==> config.mk <==
export PLATFORM = sky130hd
export DESIGN_NAME = ons_div_pipe
export DESIGN_NICKNAME = d
export VERILOG_FILES = /design/src/hw/rtl/orthant_nt_scaling_update_assert.svh /design/src/hw/rtl/ons_div_pipe.sv
export SDC_FILE = /design/constraint.sdc
export NUM_CORES = 2
export LEC_CHECK = 0
export BUFFER_PORTS_ARGS = -buffer_cell sky130_fd_sc_hd__buf_2
export CAP_MARGIN = 30
export CORE_UTILIZATION = 35
export CTS_CLUSTER_SIZE = 16
export DETAILED_ROUTE_END_ITERATION = 10
export PLACE_DENSITY = 0.58
export REMOVE_ABC_BUFFERS = 1
export SYNTH_ARGS = -nofsm -noshare
export SYNTH_HDL_FRONTEND = slang
export SYNTH_SLANG_ARGS = --single-unit
==> constraint.sdc <==
create_clock -name i_clk -period 3.9 [get_ports i_clk]
set_input_delay 0.195 -clock i_clk [delete_from_list [all_inputs] [get_ports i_clk]]
set_output_delay 0.195 -clock i_clk [all_outputs]
set_load 0.02 [all_outputs]
==> src/hw/rtl/orthant_nt_scaling_update_assert.svh <==
// ============================================================================
// Assertion macros for the orthant scaling update
// Shared concurrent assertion forms, clocked on i_clk.
// ============================================================================
`ifndef ORTHANT_NT_SCALING_UPDATE_ASSERT_SVH
`define ORTHANT_NT_SCALING_UPDATE_ASSERT_SVH

// Same-cycle implication, off while reset is asserted
`define ONS_ASSERT_NOW(label, ante, cons, msg) \
    label: assert property (@(posedge i_clk) disable iff (!i_rst_n) \
        (ante) |-> (cons)) else $error(msg);

// Next-cycle implication, active through reset
`define ONS_ASSERT_NEXT(label, ante, cons, msg) \
    label: assert property (@(posedge i_clk) (ante) |=> (cons)) else $error(msg);

`endif

==> src/hw/rtl/ons_div_pipe.sv <==
// ============================================================================
// ons_div_pipe
// Pipelined restoring divider with a saturated quotient, one bit per stage.
// ============================================================================
`timescale 1ns / 1ps

module ons_div_pipe #(
    parameter int NUM_BITS  = 56,
    parameter int DEN_BITS  = 24,
    parameter int Q_BITS    = 32,
    parameter int SIDE_BITS = 1
) (
    input  logic                 i_clk,
    input  logic                 i_rst_n,
    input  logic                 i_valid,
    input  logic [NUM_BITS-1:0]  i_num,
    input  logic [DEN_BITS-1:0]  i_den,
    input  logic [SIDE_BITS-1:0] i_side,
    output logic                 o_valid,
    output logic [Q_BITS-1:0]    o_quot,
    output logic [SIDE_BITS-1:0] o_side
);

    localparam int HI_BITS  = NUM_BITS - Q_BITS;
    localparam int CMP_BITS = (HI_BITS > DEN_BITS) ? HI_BITS : DEN_BITS;

    logic [DEN_BITS-1:0]  r_rem   [0:Q_BITS];
    logic [Q_BITS-1:0]    r_low   [0:Q_BITS];
    logic [Q_BITS-1:0]    r_quot  [0:Q_BITS];
    logic [DEN_BITS-1:0]  r_den   [0:Q_BITS];
    logic [SIDE_BITS-1:0] r_side  [0:Q_BITS];
    logic [Q_BITS:0]      r_ovf;
    logic [Q_BITS:0]      r_valid;

    logic [HI_BITS-1:0] w_hi;

    // Entry: quotient overflows the word when the upper part reaches den
    assign w_hi = i_num[NUM_BITS-1:Q_BITS];

    always_ff @(posedge i_clk) begin
        r_rem[0]  <= DEN_BITS'(w_hi);
        r_low[0]  <= i_num[Q_BITS-1:0];
        r_quot[0] <= '0;
        r_den[0]  <= i_den;
        r_side[0] <= i_side;
        r_ovf[0]  <= (CMP_BITS'(w_hi) >= CMP_BITS'(i_den));
    end

    always_ff @(posedge i_clk) begin
        if (!i_rst_n) begin
            r_valid[0] <= 1'b0;
        end else begin
            r_valid[0] <= i_valid;
        end
    end

    for (genvar k = 0; k < Q_BITS; k++) begin : g_stage
        logic [DEN_BITS:0] t_rem;
        logic              t_ge;

        // Shift in the next numerator bit and trial subtract
        assign t_rem = {r_rem[k], r_low[k][Q_BITS-1]};
        assign t_ge  = (t_rem >= {1'b0, r_den[k]});

        always_ff @(posedge i_clk) begin
            r_rem[k+1]  <= t_ge ? DEN_BITS'(t_rem - {1'b0, r_den[k]})
                                : DEN_BITS'(t_rem);
            r_low[k+1]  <= r_low[k] << 1;
            r_quot[k+1] <= {r_quot[k][Q_BITS-2:0], t_ge};
            r_den[k+1]  <= r_den[k];
            r_side[k+1] <= r_side[k];
            r_ovf[k+1]  <= r_ovf[k];
        end

        always_ff @(posedge i_clk) begin
            if (!i_rst_n) begin
                r_valid[k+1] <= 1'b0;
            end else begin
                r_valid[k+1] <= r_valid[k];
            end
        end
    end

    // Saturate on overflow
    assign o_valid = r_valid[Q_BITS];
    assign o_quot  = r_ovf[Q_BITS] ? '1 : r_quot[Q_BITS];
    assign o_side  = r_side[Q_BITS];

endmodule

## Yosys cells after proc, flatten, opt, wreduce, memory -nomap -nowiden

Memories as Yosys holds them, arrays and structs flattened.
Cells that the tools add are included.
W data, S select, Z words.

| storage, ports and cells | value |
|---|---|
| bits in registers | 66 |
| memory bits (writable) | 3729 |
| output and inout port bits | 34 |
| logic and storage cells | 169 |
| memories kept | 5 |

| cells by class | value |
|---|---|
| add/sub/neg operators | 32 |
| magnitude comparators | 33 |
| mux-type cells | 33 |

Memory list:

| name | words | width | read ports | clocked after memory_dff | write ports | line | text |
|---|---|---|---|---|---|---|---|
| r_low | 33 | 32 | 32 | 0 | 33 | ons_div_pipe.sv:28 | `logic [Q_BITS-1:0] r_low [0:Q_BITS];` |
| r_quot | 33 | 32 | 33 | 0 | 33 | ons_div_pipe.sv:29 | `logic [Q_BITS-1:0] r_quot [0:Q_BITS];` |
| r_den | 33 | 24 | 32 | 0 | 33 | ons_div_pipe.sv:30 | `logic [DEN_BITS-1:0] r_den [0:Q_BITS];` |
| r_rem | 33 | 24 | 32 | 0 | 33 | ons_div_pipe.sv:27 | `logic [DEN_BITS-1:0] r_rem [0:Q_BITS];` |
| r_side | 33 | 1 | 33 | 0 | 33 | ons_div_pipe.sv:31 | `logic [SIDE_BITS-1:0] r_side [0:Q_BITS];` |

Operators with widths:

| kind | number |
|---|---|
| $ge A25 B24 Y1 | 32 |
| $mux W24 | 32 |
| $sub A24 B24 Y24 | 32 |
| $mux W32 | 1 |
| $ge A24 B24 Y1 | 1 |

## Depth between registers and ports, before layout

| logic depth | value |
|---|---|
| word-level depth | 2 |
| depth in mapped cells | 15 |
| mapped depth without buffers | 14 |

## Least setup slack after synthesis

Ideal clock, no wire load.

| timing path | value |
|---|---|
| path kind | register to register |
| start point | memory r_den[30][4] (netlist: r_den[0][724]) |
| end point | memory r_rem[31][6] (netlist: r_rem[0][750]) |
| library setup time | 0.121 ns |
| data arrival time | 3.217 ns |
| setup slack | 0.561 ns |
| stages on the path, launching flop included | 15 |
| cells stage by stage | dfxtp_1 > inv_1 > ha_1 > a21oi_1 > nand2_1 > a221o_1 > a21o_1 > o221ai_2 > o21ai_2 > nand3_2 > nand3_2 > a211o_1 > a311oi_4 > buf_6 > mux2_4 |

RTL lines:

| element | line |
|---|---|
| from (decl) | ons_div_pipe.sv:30 |
| to (decl) | ons_div_pipe.sv:27 |

==> results.json <==
{
  "tightestPinTransition_ns": 0.863,
  "worst-path-buf-inv": 2,
  "whs_path_depth": 5,
  "cts_buffers": 301,
  "drive_gt1_frac": 0.122,
  "die_h_um": 539,
  "worstSetupPathDepth": 14,
  "required_ns": 4.65,
  "remaining_drc_errors": 0,
  "drtIter0Drc": 3138,
  "relSlewSlack": 0.425,
  "reg2reg_slack_ns": 0.16,
  "die_area_mm2": 0.290,
  "synth_seq_area_share": 0.534,
  "crit_fanout": 25,
  "p_per_area_mw_per_mm2": 955,
  "fin_skew_ns": 0.0388,
  "syn_inst": 9471,
  "vias": 65900,
  "synthArstFlopShare": 0,
  "wl_um": 214000,
  "dr.pass1.iters": 5,
  "ys_warn_count": 0,
  "final_core_util": 0.415,
  "hold_viol_final": 0,
  "port_buffers": 117,
  "rows": 196,
  "via_per_inst": 4.70,
  "htreeDepth": 5,
  "cts_sinks": 2691,
  "layoutNonFillerInstCount": 14000,
  "synth_edf_count": 0,
  "clk_pin_slew_ns": 0.05,
  "hold_class": "in -> reg",
  "wl_per_cell_um": 15.3,
  "maxCapViolCount": 0,
  "reg2reg_depth": 14,
  "ios": 118,
  "clockRootBuffer": "clkbuf_16",
  "final_nets": 10900,
  "leakage_nw": 54.1,
  "cp.arrival_ns": 4.49,
  "final_max_slew_viol_count": 0,
  "final_antenna_net_count": 0,
  "cpLargestDelayFamily": "compound AO/OA/AOI/OAI gates",
  "critical_path.cell_chain": "inv_1, ha_1, nor2b_1, o21a_1, o21a_1, o31ai_1, a31oi_1, a221o_1, nand4_1, nand3_1, o41ai_2, a31o_2, buf_12, mux2_2",
  "grt_pass1_wl_um": 346000,
  "syn_avg_cell_area_um2": 10.7,
  "run_status": "completed",
  "clockBufferDepth": 4,
  "ys_ff_latch": 2691,
  "start_util": 0.353,
  "grt_max_degree": 47,
  "cp_slowest_stage_delay_ns": 0.40,
  "cp_slowest_cell": "o31ai_1",
  "synth_ff_type": "dfxtp_1",
  "clk_latency_ns": 0.89,
  "fmax_ghz": 0.268,
  "antenna_found_initial": 7,
  "crit_top_cell": "o21a_1",
  "synth.distinct_cells": 89,
  "setup_viol": 0,
  "syn2layout_area_growth_pct": 17.5,
  "final_common_cell": "dfxtp_1",
  "die_w_um": 539,
  "dpl.hpwl_um": 160000,
  "grt_pass1_vias": 67000,
  "critPathLaunchType": "flop",
  "overflow": 0,
  "timing.final.crit_share": 0.958,
  "track_usage": 0.145,
  "cts_tree": "yes",
  "routabilityCongestion": 0.886,
  "netlist_area_mm2": 0.101,
  "mostFrequentLayoutCells": "2690 x dfxtp_1, 976 x inv_1, 792 x ha_1",
  "ir_drop_uv": 423,
  "worstSetupPathType": "reg -> reg",
  "numPlacedInstances": 13300,
  "endpoint_kind": "flop",
  "min_period_ns": 3.74,
  "core_mm2": 0.286
}
through the flow:
step,power [mW],TNS [ns],cell area [um^2],worst slack (ns),hold slack (ns)
3_3_place_gp,84.0,0,107000,0.186,0.298
4_1_cts,115,0,118000,0.124,0.154
5_1_grt,122,-0.0960,119000,-0.0393,0.210
6_report,113,0,119000,0.164,0.223
3_5_place_dp,84.7,0,107000,0.148,0.299
2_1_floorplan,73.2,-57.94,100000,-0.828,0.223
power by group:
| group | switching [mW] | internal (mW) |
|---|---|---|
| Clock | 11.3 | 17.4 |
| Combinational | 23.3 | 22.0 |
| Sequential | 3.78 | 35.4 |
| Total | 38.4 | 74.9 |
per-layer routing:
layer	GRT usage	up-vias	wire length, um
li1	-	33400	-
met1	0.173	30700	92800
met2	0.256	1221	103000
met3	0.0214	520	8940
met4	0.0629	2	8940
met5	0	-	11
layout make-up:
cell class,instances,area (um^2)
Antenna cell,1,2.50
Clock buffer,432,8740
Clock inverter,115,1510
Fill cell,27200,167000
Inverter,976,3660
Multi-Input combinational cell,5659,42900
Sequential cell,2691,53900
Tap cell,3762,4710
Timing Repair Buffer,373,3180
repair_timing:
action	in CTS	in global routing
gates resized for setup	0	10
endpoints found under the setup margin	0	129
buffers inserted	0	4
hold buffers	166	0
hold endpoints to repair	115	0
cells in the mapped netlist (103+ instances only):
cell type / n / area share
a21o_1: 346 / 0.026
a21oi_1: 583 / 0.029
ha_1: 792 / 0.098
nor2b_1: 103 / 0.0064
nand2b_1: 115 / 0.0071
nand2_1: 504 / 0.019
xor2_1: 222 / 0.019
dfxtp_1: 2691 / 0.53
o21ai_0: 440 / 0.022
nand3_1: 119 / 0.0059
inv_1: 976 / 0.036
nor2_1: 424 / 0.016
xnor2_1: 392 / 0.034
mux2_2: 405 / 0.045
sequential cells by signal, summed over array words and instances (netlist names):
name and cells:
r_quot 528, r_rem 768, r_valid 32, r_den 768
r_ovf 33, r_side 33, r_low 528, o_valid 1
cells by family after synthesis:
group,count (synthesis),synth area share
flip-flops,2691,0.534
AND/OR/NAND/NOR,1744,0.0838
multiplexers,506,0.0571
buffers and inverters,1122,0.0429
adder cells (fa/ha/maj),823,0.104
AO/OA/AOI/OAI,1971,0.124
XOR/XNOR,614,0.0533
path summary, 6_finish.rpt:
| kind | start | end |
|---|---|---|
| setup / recovery | r_den[0][649]$_DFF_P_ | r_rem[0][675]$_DFF_P_ |
| hold / removal | i_num[55] | r_ovf[0]$_DFF_P_ |
| setup reg to reg | r_den[0][649]$_DFF_P_ | r_rem[0][675]$_DFF_P_ |
| hold reg to reg | r_low[0][663]$_DFF_P_ | r_low[0][696]$_DFF_P_ |
worst min-delay path, cell delays in order:
cell and delay (ns):
dlygate4sd3_1 0.52, buf_2 0.11, ha_1 0.14, a221oi_1 0.05, o21ai_0 0.06
No activity file was read; power rests on OpenSTA's default activity.
