$ cat config.mk
export PLATFORM = sky130hd
export DESIGN_NAME = ons_sqrt_pipe
export DESIGN_NICKNAME = d
export VERILOG_FILES = /design/src/hw/rtl/orthant_nt_scaling_update_assert.svh /design/src/hw/rtl/ons_sqrt_pipe.sv
export SDC_FILE = /design/constraint.sdc
export NUM_CORES = 2
export LEC_CHECK = 0
export BUFFER_PORTS_ARGS = -buffer_cell sky130_fd_sc_hd__buf_2
export CAP_MARGIN = 20
export CORE_MARGIN = 8
export CORE_UTILIZATION = 56
export DETAILED_ROUTE_END_ITERATION = 10
export PLACE_DENSITY = 0.75
export SLEW_MARGIN = 20
export SYNTH_ARGS = -nofsm -noshare
export SYNTH_HDL_FRONTEND = slang
export SYNTH_SLANG_ARGS = --single-unit
$ cat constraint.sdc
create_clock -name i_clk -period 3.09 [get_ports i_clk]
set_clock_uncertainty 0.15 [all_clocks]
set_input_delay 0 -clock i_clk [delete_from_list [all_inputs] [get_ports i_clk]]
set_output_delay 0 -clock i_clk [all_outputs]
set_load 0.1 [all_outputs]
$ cat src/hw/rtl/orthant_nt_scaling_update_assert.svh
// ============================================================================
// Assertion macros for the orthant scaling update
// Shared concurrent assertion forms, clocked on i_clk.
// ============================================================================
`ifndef ORTHANT_NT_SCALING_UPDATE_ASSERT_SVH
`define ORTHANT_NT_SCALING_UPDATE_ASSERT_SVH

// Same-cycle implication, off while reset is asserted
`define ONS_ASSERT_NOW(label, ante, cons, msg) \
    label: assert property (@(posedge i_clk) disable iff (!i_rst_n) \
        (ante) |-> (cons)) else $error(msg);

// Next-cycle implication, active through reset
`define ONS_ASSERT_NEXT(label, ante, cons, msg) \
    label: assert property (@(posedge i_clk) (ante) |=> (cons)) else $error(msg);

`endif

$ cat src/hw/rtl/ons_sqrt_pipe.sv
// ============================================================================
// ons_sqrt_pipe
// Pipelined integer square root, one root bit per register stage.
// ============================================================================
`timescale 1ns / 1ps

module ons_sqrt_pipe #(
    parameter int IN_BITS   = 48,
    parameter int SIDE_BITS = 1,
    parameter int ROOT_BITS = (IN_BITS + 1) / 2
) (
    input  logic                 i_clk,
    input  logic                 i_rst_n,
    input  logic                 i_valid,
    input  logic [IN_BITS-1:0]   i_radicand,
    input  logic [SIDE_BITS-1:0] i_side,
    output logic                 o_valid,
    output logic [ROOT_BITS-1:0] o_root,
    output logic [SIDE_BITS-1:0] o_side
);

    localparam int PAD_BITS = 2 * ROOT_BITS;
    localparam int REM_BITS = ROOT_BITS + 3;

    logic [PAD_BITS-1:0]  r_rad   [1:ROOT_BITS];
    logic [ROOT_BITS-1:0] r_root  [1:ROOT_BITS];
    logic [REM_BITS-1:0]  r_rem   [1:ROOT_BITS];
    logic [SIDE_BITS-1:0] r_side  [1:ROOT_BITS];
    logic [ROOT_BITS:1]   r_valid;

    for (genvar k = 0; k < ROOT_BITS; k++) begin : g_stage
        logic [PAD_BITS-1:0]  c_rad;
        logic [ROOT_BITS-1:0] c_root;
        logic [REM_BITS-1:0]  c_rem;
        logic [SIDE_BITS-1:0] c_side;
        logic                 c_valid;
        logic [REM_BITS-1:0]  t_rem;
        logic [REM_BITS-1:0]  t_trial;
        logic                 t_ge;

        // Pick the stage inputs
        if (k == 0) begin : g_first
            assign c_rad   = PAD_BITS'(i_radicand);
            assign c_root  = '0;
            assign c_rem   = '0;
            assign c_side  = i_side;
            assign c_valid = i_valid;
        end else begin : g_next
            assign c_rad   = r_rad[k];
            assign c_root  = r_root[k];
            assign c_rem   = r_rem[k];
            assign c_side  = r_side[k];
            assign c_valid = r_valid[k];
        end

        // Bring down two bits and try the next root bit
        assign t_rem   = {c_rem[REM_BITS-3:0], c_rad[PAD_BITS-1 -: 2]};
        assign t_trial = REM_BITS'({c_root, 2'b01});
        assign t_ge    = (t_rem >= t_trial);

        // Advance payload
        always_ff @(posedge i_clk) begin
            r_rad[k+1]  <= c_rad << 2;
            r_root[k+1] <= {c_root[ROOT_BITS-2:0], t_ge};
            r_rem[k+1]  <= t_ge ? (t_rem - t_trial) : t_rem;
            r_side[k+1] <= c_side;
        end

        // Advance valid
        always_ff @(posedge i_clk) begin
            if (!i_rst_n) begin
                r_valid[k+1] <= 1'b0;
            end else begin
                r_valid[k+1] <= c_valid;
            end
        end
    end

    assign o_valid = r_valid[ROOT_BITS];
    assign o_root  = r_root[ROOT_BITS];
    assign o_side  = r_side[ROOT_BITS];

endmodule

## Word level (Yosys, flattened, before mapping)

Memories as Yosys holds them, arrays and structs flattened.
Index checks and enable logic that the tools add are counted.
W data, S select, Z words.

- Bits in registers: 24
- RAM bits: 2352
- Input bits: 52
- Memories kept: 4
- Output and inout bits: 26

Memories:

| name | depth | bits a word | rd ports | clocked after memory_dff | write ports | RTL line | RTL |
|---|---|---|---|---|---|---|---|
| r_rad | 24 | 46 | 23 | 0 | 24 | ons_sqrt_pipe.sv:25 | `logic [PAD_BITS-1:0] r_rad [1:ROOT_BITS];` |
| r_rem | 24 | 27 | 23 | 0 | 24 | ons_sqrt_pipe.sv:27 | `logic [REM_BITS-1:0] r_rem [1:ROOT_BITS];` |
| r_root | 24 | 24 | 24 | 0 | 24 | ons_sqrt_pipe.sv:26 | `logic [ROOT_BITS-1:0] r_root [1:ROOT_BITS];` |
| r_side | 24 | 1 | 24 | 0 | 24 | ons_sqrt_pipe.sv:28 | `logic [SIDE_BITS-1:0] r_side [1:ROOT_BITS];` |

- Multiplexer cells: 24
- Magnitude comparators: 24
- $add $sub $neg: 24

Operators with widths:

| operator | number |
|---|---|
| $mux W27 | 24 |
| $ge A27 B26 Y1 | 23 |
| $sub A27 B26 Y27 | 23 |
| $sub A2 B1 Y3 const B | 1 |
| $ge A2 B1 Y1 const B | 1 |

## Logic depth before layout (Yosys ltp)

An unclocked memory read counts as a cell.

- Depth in word-level cells: 3
- Mapped depth: 14

## Worst setup path after synthesis

Ideal clock, no wire load.

- Kind: register -> register
- Start point: memory r_root[12][10] (netlist name)
- End point: register, netlist name r_rem[1][153]
- Clock period less this slack: 3.392 ns
- Buffers on the path: 1
- Data required time: 2.812 ns
- Setup slack: -0.302 ns
- Data arrival time: 3.114 ns
- Cell stages (with the launch flop): 13
- Setup time: 0.128 ns
- Cell sequence: dfxtp_1 -> inv_1 -> ha_1 -> a21o_1 -> a2111oi_4 -> nand2b_1 -> or3_1 -> or4_4 -> or3_1 -> buf_2 -> o21a_4 -> nor3b_1 -> xor2_1

RTL lines:

| what | RTL line |
|---|---|
| start: declaration | ons_sqrt_pipe.sv:26 |

==> flow_metrics.tcl <==
set metrics [dict create \
    first_iter_violations 1794 \
    rsz0062_at_grt "true" \
    critPathArrivalTime_ns 3.58 \
    synth_edf_count 0 \
    grt_pass1_vias 33300 \
    drive_above_1_share_pct 13.07 \
    area_growth_pct 18.99 \
    internal_power_w 0.03605 \
    hold_viol 0 \
    wl_met1_mm 43.38 \
    fin_crit_sh_pct 100.8 \
    final_antenna_net_count 0 \
    wl_per_cell_um 14.36 \
    clock_path_buffers 3 \
    leakage_nw 28.64 \
    drt-pass1-iter-count 6 \
    grt_pass1_wl_mm 156.6 \
    crit_path_end_kind "register" \
    coreArea_sq_um 91250 \
    dieArea_sq_um 101700 \
    switchingPower_w 0.01370 \
    tightest_slew_ns 0.8533 \
    cts_root_buffer "clkbuf_16" \
    design_area_sq_um 61140 \
    reg2reg_to "r_rem[1][145]" \
    max-vdd-ir-drop_v 0.0005483 \
    wl_met3_mm 4.126 \
    critPathKind "register to register" \
    routed-via-count 34440 \
    ff2ff_path_depth 10 \
    seqPwrFrac_pct 47.9 \
    antennaDiodeCount 0 \
    synth_area_sq_um 51380 \
    start_util_pct 56.31 \
    yosysSeqAreaShare_pct 56.18 \
    clkTransAtPathRegs_ns 0.06 \
    placed_cell_area_sq_um 54400 \
    setup_ws_ns -0.02322 \
    status "finished, violations left" \
    routed-wl-met2_mm 45.30 \
    p_per_area_nw_per_um2 813.6 \
    drc 0 \
    syn_area_per_cell_sq_um 10.34 \
    insertion_delay_ns 0.73 \
    placed_cells 6327 \
    ys_warn_count 0 \
    cts_buffers 143 \
    finalSetupViolations 9 \
    max-cap-violations 0 \
    numPortBuffers 77 \
    slew_viol_final 0 \
    synthCells 4970 \
    cts_tree "yes" \
    finalNonFillerCells 6712 \
    dieWidth_um 318.9 \
    gp_congestion 0.9086 \
    ys_seq_elements 1442 \
    crit_required_ns 3.55 \
    grtUsageTotal_pct 18.20 \
    grt_max_degree 45 \
    nets 5790 \
    synth_cell_types 88 \
    yosys_most_used_dff "dfxtp_1" \
    max_freq_mhz 321.2 \
    swShare_pct 27.53 \
    rows 111 \
    num_io_pins 78 \
    hp-start "i_rst_n" \
    dp_worst_setup_slack_ns -0.1103 \
    hp-class "primary input to register" \
    antenna_found_initial 0 \
    ys_async_sr_fraction_pct 0 \
    cts_sinks 1442 \
    synth.net_count 5347 \
    r2r_start "r_root[12][10]" \
    rrSetupSlack_ns -0.02 \
    combPwrFrac_pct 17.6 \
    die-height_um 318.9 \
    dp_hpwl_mm 68.98 \
    crit_fanout 17 \
    viasPerCell 5.130 \
    highest_layer "met4" \
    grt_overflow 0 \
    worstHoldEndpoint "o_valid" \
    fillers 6969 \
    whs_path_depth 3 \
    cts.htree.levels 4 \
    clockPowerShare_pct 34.5 \
    violations "setup timing" \
    period_needed_ns 3.113 \
    slew_headroom_pct 42.59 \
    drt_wl_total_mm 96.35 \
    critPathLaunchType "register" \
]
[state kept, by name, summed over array words and instances, names as in the netlist]
name	flops
r_rad	552
g_stage.c_valid	23
r_rem	542
r_side	24
o_valid	1
r_root	300
[logic make-up after synthesis]
family	share of synthesized area (%)
fa+ha+maj	7.914
buf+inv	3.682
compound gates	11.45
flops	56.18
xor+xnor	7.432
mux	0.9521
other cells	0.007298
simple gates	12.38
[synthesized netlist by cell type (18+ instances only)]
cell | n | area, sq um
nand4_1 | 34 | 212.7
clkbuf_1 | 73 | 274.0
a31oi_1 | 33 | 206.5
o21ai_0 | 277 | 1386
o31ai_1 | 36 | 270.3
a21boi_0 | 18 | 135.1
mux2_2 | 39 | 439.2
nand2b_1 | 77 | 481.7
nand2_1 | 324 | 1216
o21bai_1 | 23 | 172.7
or3_1 | 50 | 312.8
xnor2_1 | 242 | 2120
nor4_1 | 56 | 350.3
dfxtp_1 | 1442 | 28870
a21oi_1 | 280 | 1401
nor2b_1 | 39 | 244.0
nand3_1 | 81 | 405.4
a21o_1 | 97 | 728.2
inv_1 | 409 | 1535
xor2_1 | 194 | 1699
ha_1 | 325 | 4066
nor2_1 | 302 | 1134
and3_1 | 23 | 143.9
nor3_1 | 130 | 650.6
or4_1 | 24 | 180.2
a211oi_1 | 25 | 187.7
and2_1 | 39 | 244.0
o21a_1 | 59 | 442.9
[worst max-delay path: stages, from the launching register on]
cell and delay, ns:
dfxtp_2 0.33, inv_2 0.04, ha_4 0.23, a21o_1 0.20, a2111oi_4 0.32, nand2b_1 0.11
or3_4 0.34, or4_4 0.42, or3_4 0.41, buf_12 0.17, mux2_2 0.28
[what timing repair did]
item | 4_1_cts | 5_1_grt
cloned | 0 | 2
hold endpoints to repair | 74 | 0
endpoints found under the setup margin | 59 | 267
hold buffers | 103 | 0
setup buffers | 3 | 21
pin swaps | 5 | 23
resized for setup | 22 | 142
[cell type report]
type                       count  area (sq um)  area share [%]
clock buffer                 198          4121           6.741
clock inverter                60         710.7           1.162
inverter                     409          1535           2.511
multi-input combinational   3031         21340           34.90
sequential                  1442         28870           47.22
tap                         1186          1484           2.427
timing repair buffer         386          3083           5.042
[power groups by stage]
stage / logic (W) / registers (W) / clock network, W
6_report: 0.00877 / 0.0238 / 0.0171
5_1_grt: 0.00979 / 0.0241 / 0.0184
4_1_cts: 0.00849 / 0.0237 / 0.0176
3_5_place_dp: 0.00826 / 0.0241 / 0
3_3_place_gp: 0.00813 / 0.0240 / 0
2_1_floorplan: 0.00620 / 0.0235 / 0
[layer usage]
layer	global-route usage (%)	vias to the layer above
met1	22.42	15730
met4	7.620	0
li1	-	17770
met3	3.591	224
met5	0	-
met2	31.07	712
[stage by stage]
stage / hold WS, ns / utilization (%) / power, W / setup TNS, ns
2_1_floorplan: -0.1223 / - / 0.02965 / -0.1342
5_1_grt: 0.09615 / 67.01 / 0.05232 / -2.619
6_report: 0.09032 / 67.01 / 0.04974 / -0.1167
3_5_place_dp: -0.04642 / 59.62 / 0.03232 / -1.692
4_1_cts: 0.03848 / 66.18 / 0.04984 / -0.04153
3_3_place_gp: -0.04799 / 59.62 / 0.03217 / -0.4909
[how the worst max path moves through the flow]
stage          slack [ns]       endpoint           start
6_report            -0.02  r_rem[1][145]  r_root[12][10]
5_1_grt             -0.15  r_rem[1][153]  r_root[12][10]
4_1_cts             -0.01  r_rem[1][142]  r_root[12][10]
3_5_place_dp        -0.11  r_rem[0][210]    r_root[6][0]
3_3_place_gp        -0.09  r_rem[0][210]    r_root[6][0]
2_1_floorplan       -0.08  r_rem[1][153]  r_root[12][10]
[cells in the final DEF, fill, tap and decap left out, drive strengths merged, types with 60 or more instances in the layout]
| cell | synthesis | layout |
|---|---|---|
| o21a | 60 | 60 |
| nand2b | 77 | 77 |
| nand2 | 324 | 324 |
| buf | 17 | 283 |
| nand3 | 82 | 82 |
| nor4 | 60 | 60 |
| ha | 325 | 325 |
| a21o | 97 | 97 |
| clkbuf | 73 | 198 |
| o21ai | 279 | 279 |
| dlygate4sd3 | 0 | 103 |
| dfxtp | 1442 | 1442 |
| nor3 | 133 | 133 |
| xnor2 | 242 | 242 |
| nor2 | 303 | 303 |
| a21oi | 280 | 280 |
| xor2 | 194 | 194 |
| inv | 409 | 415 |
No activity file was read; power rests on OpenSTA's default activity.
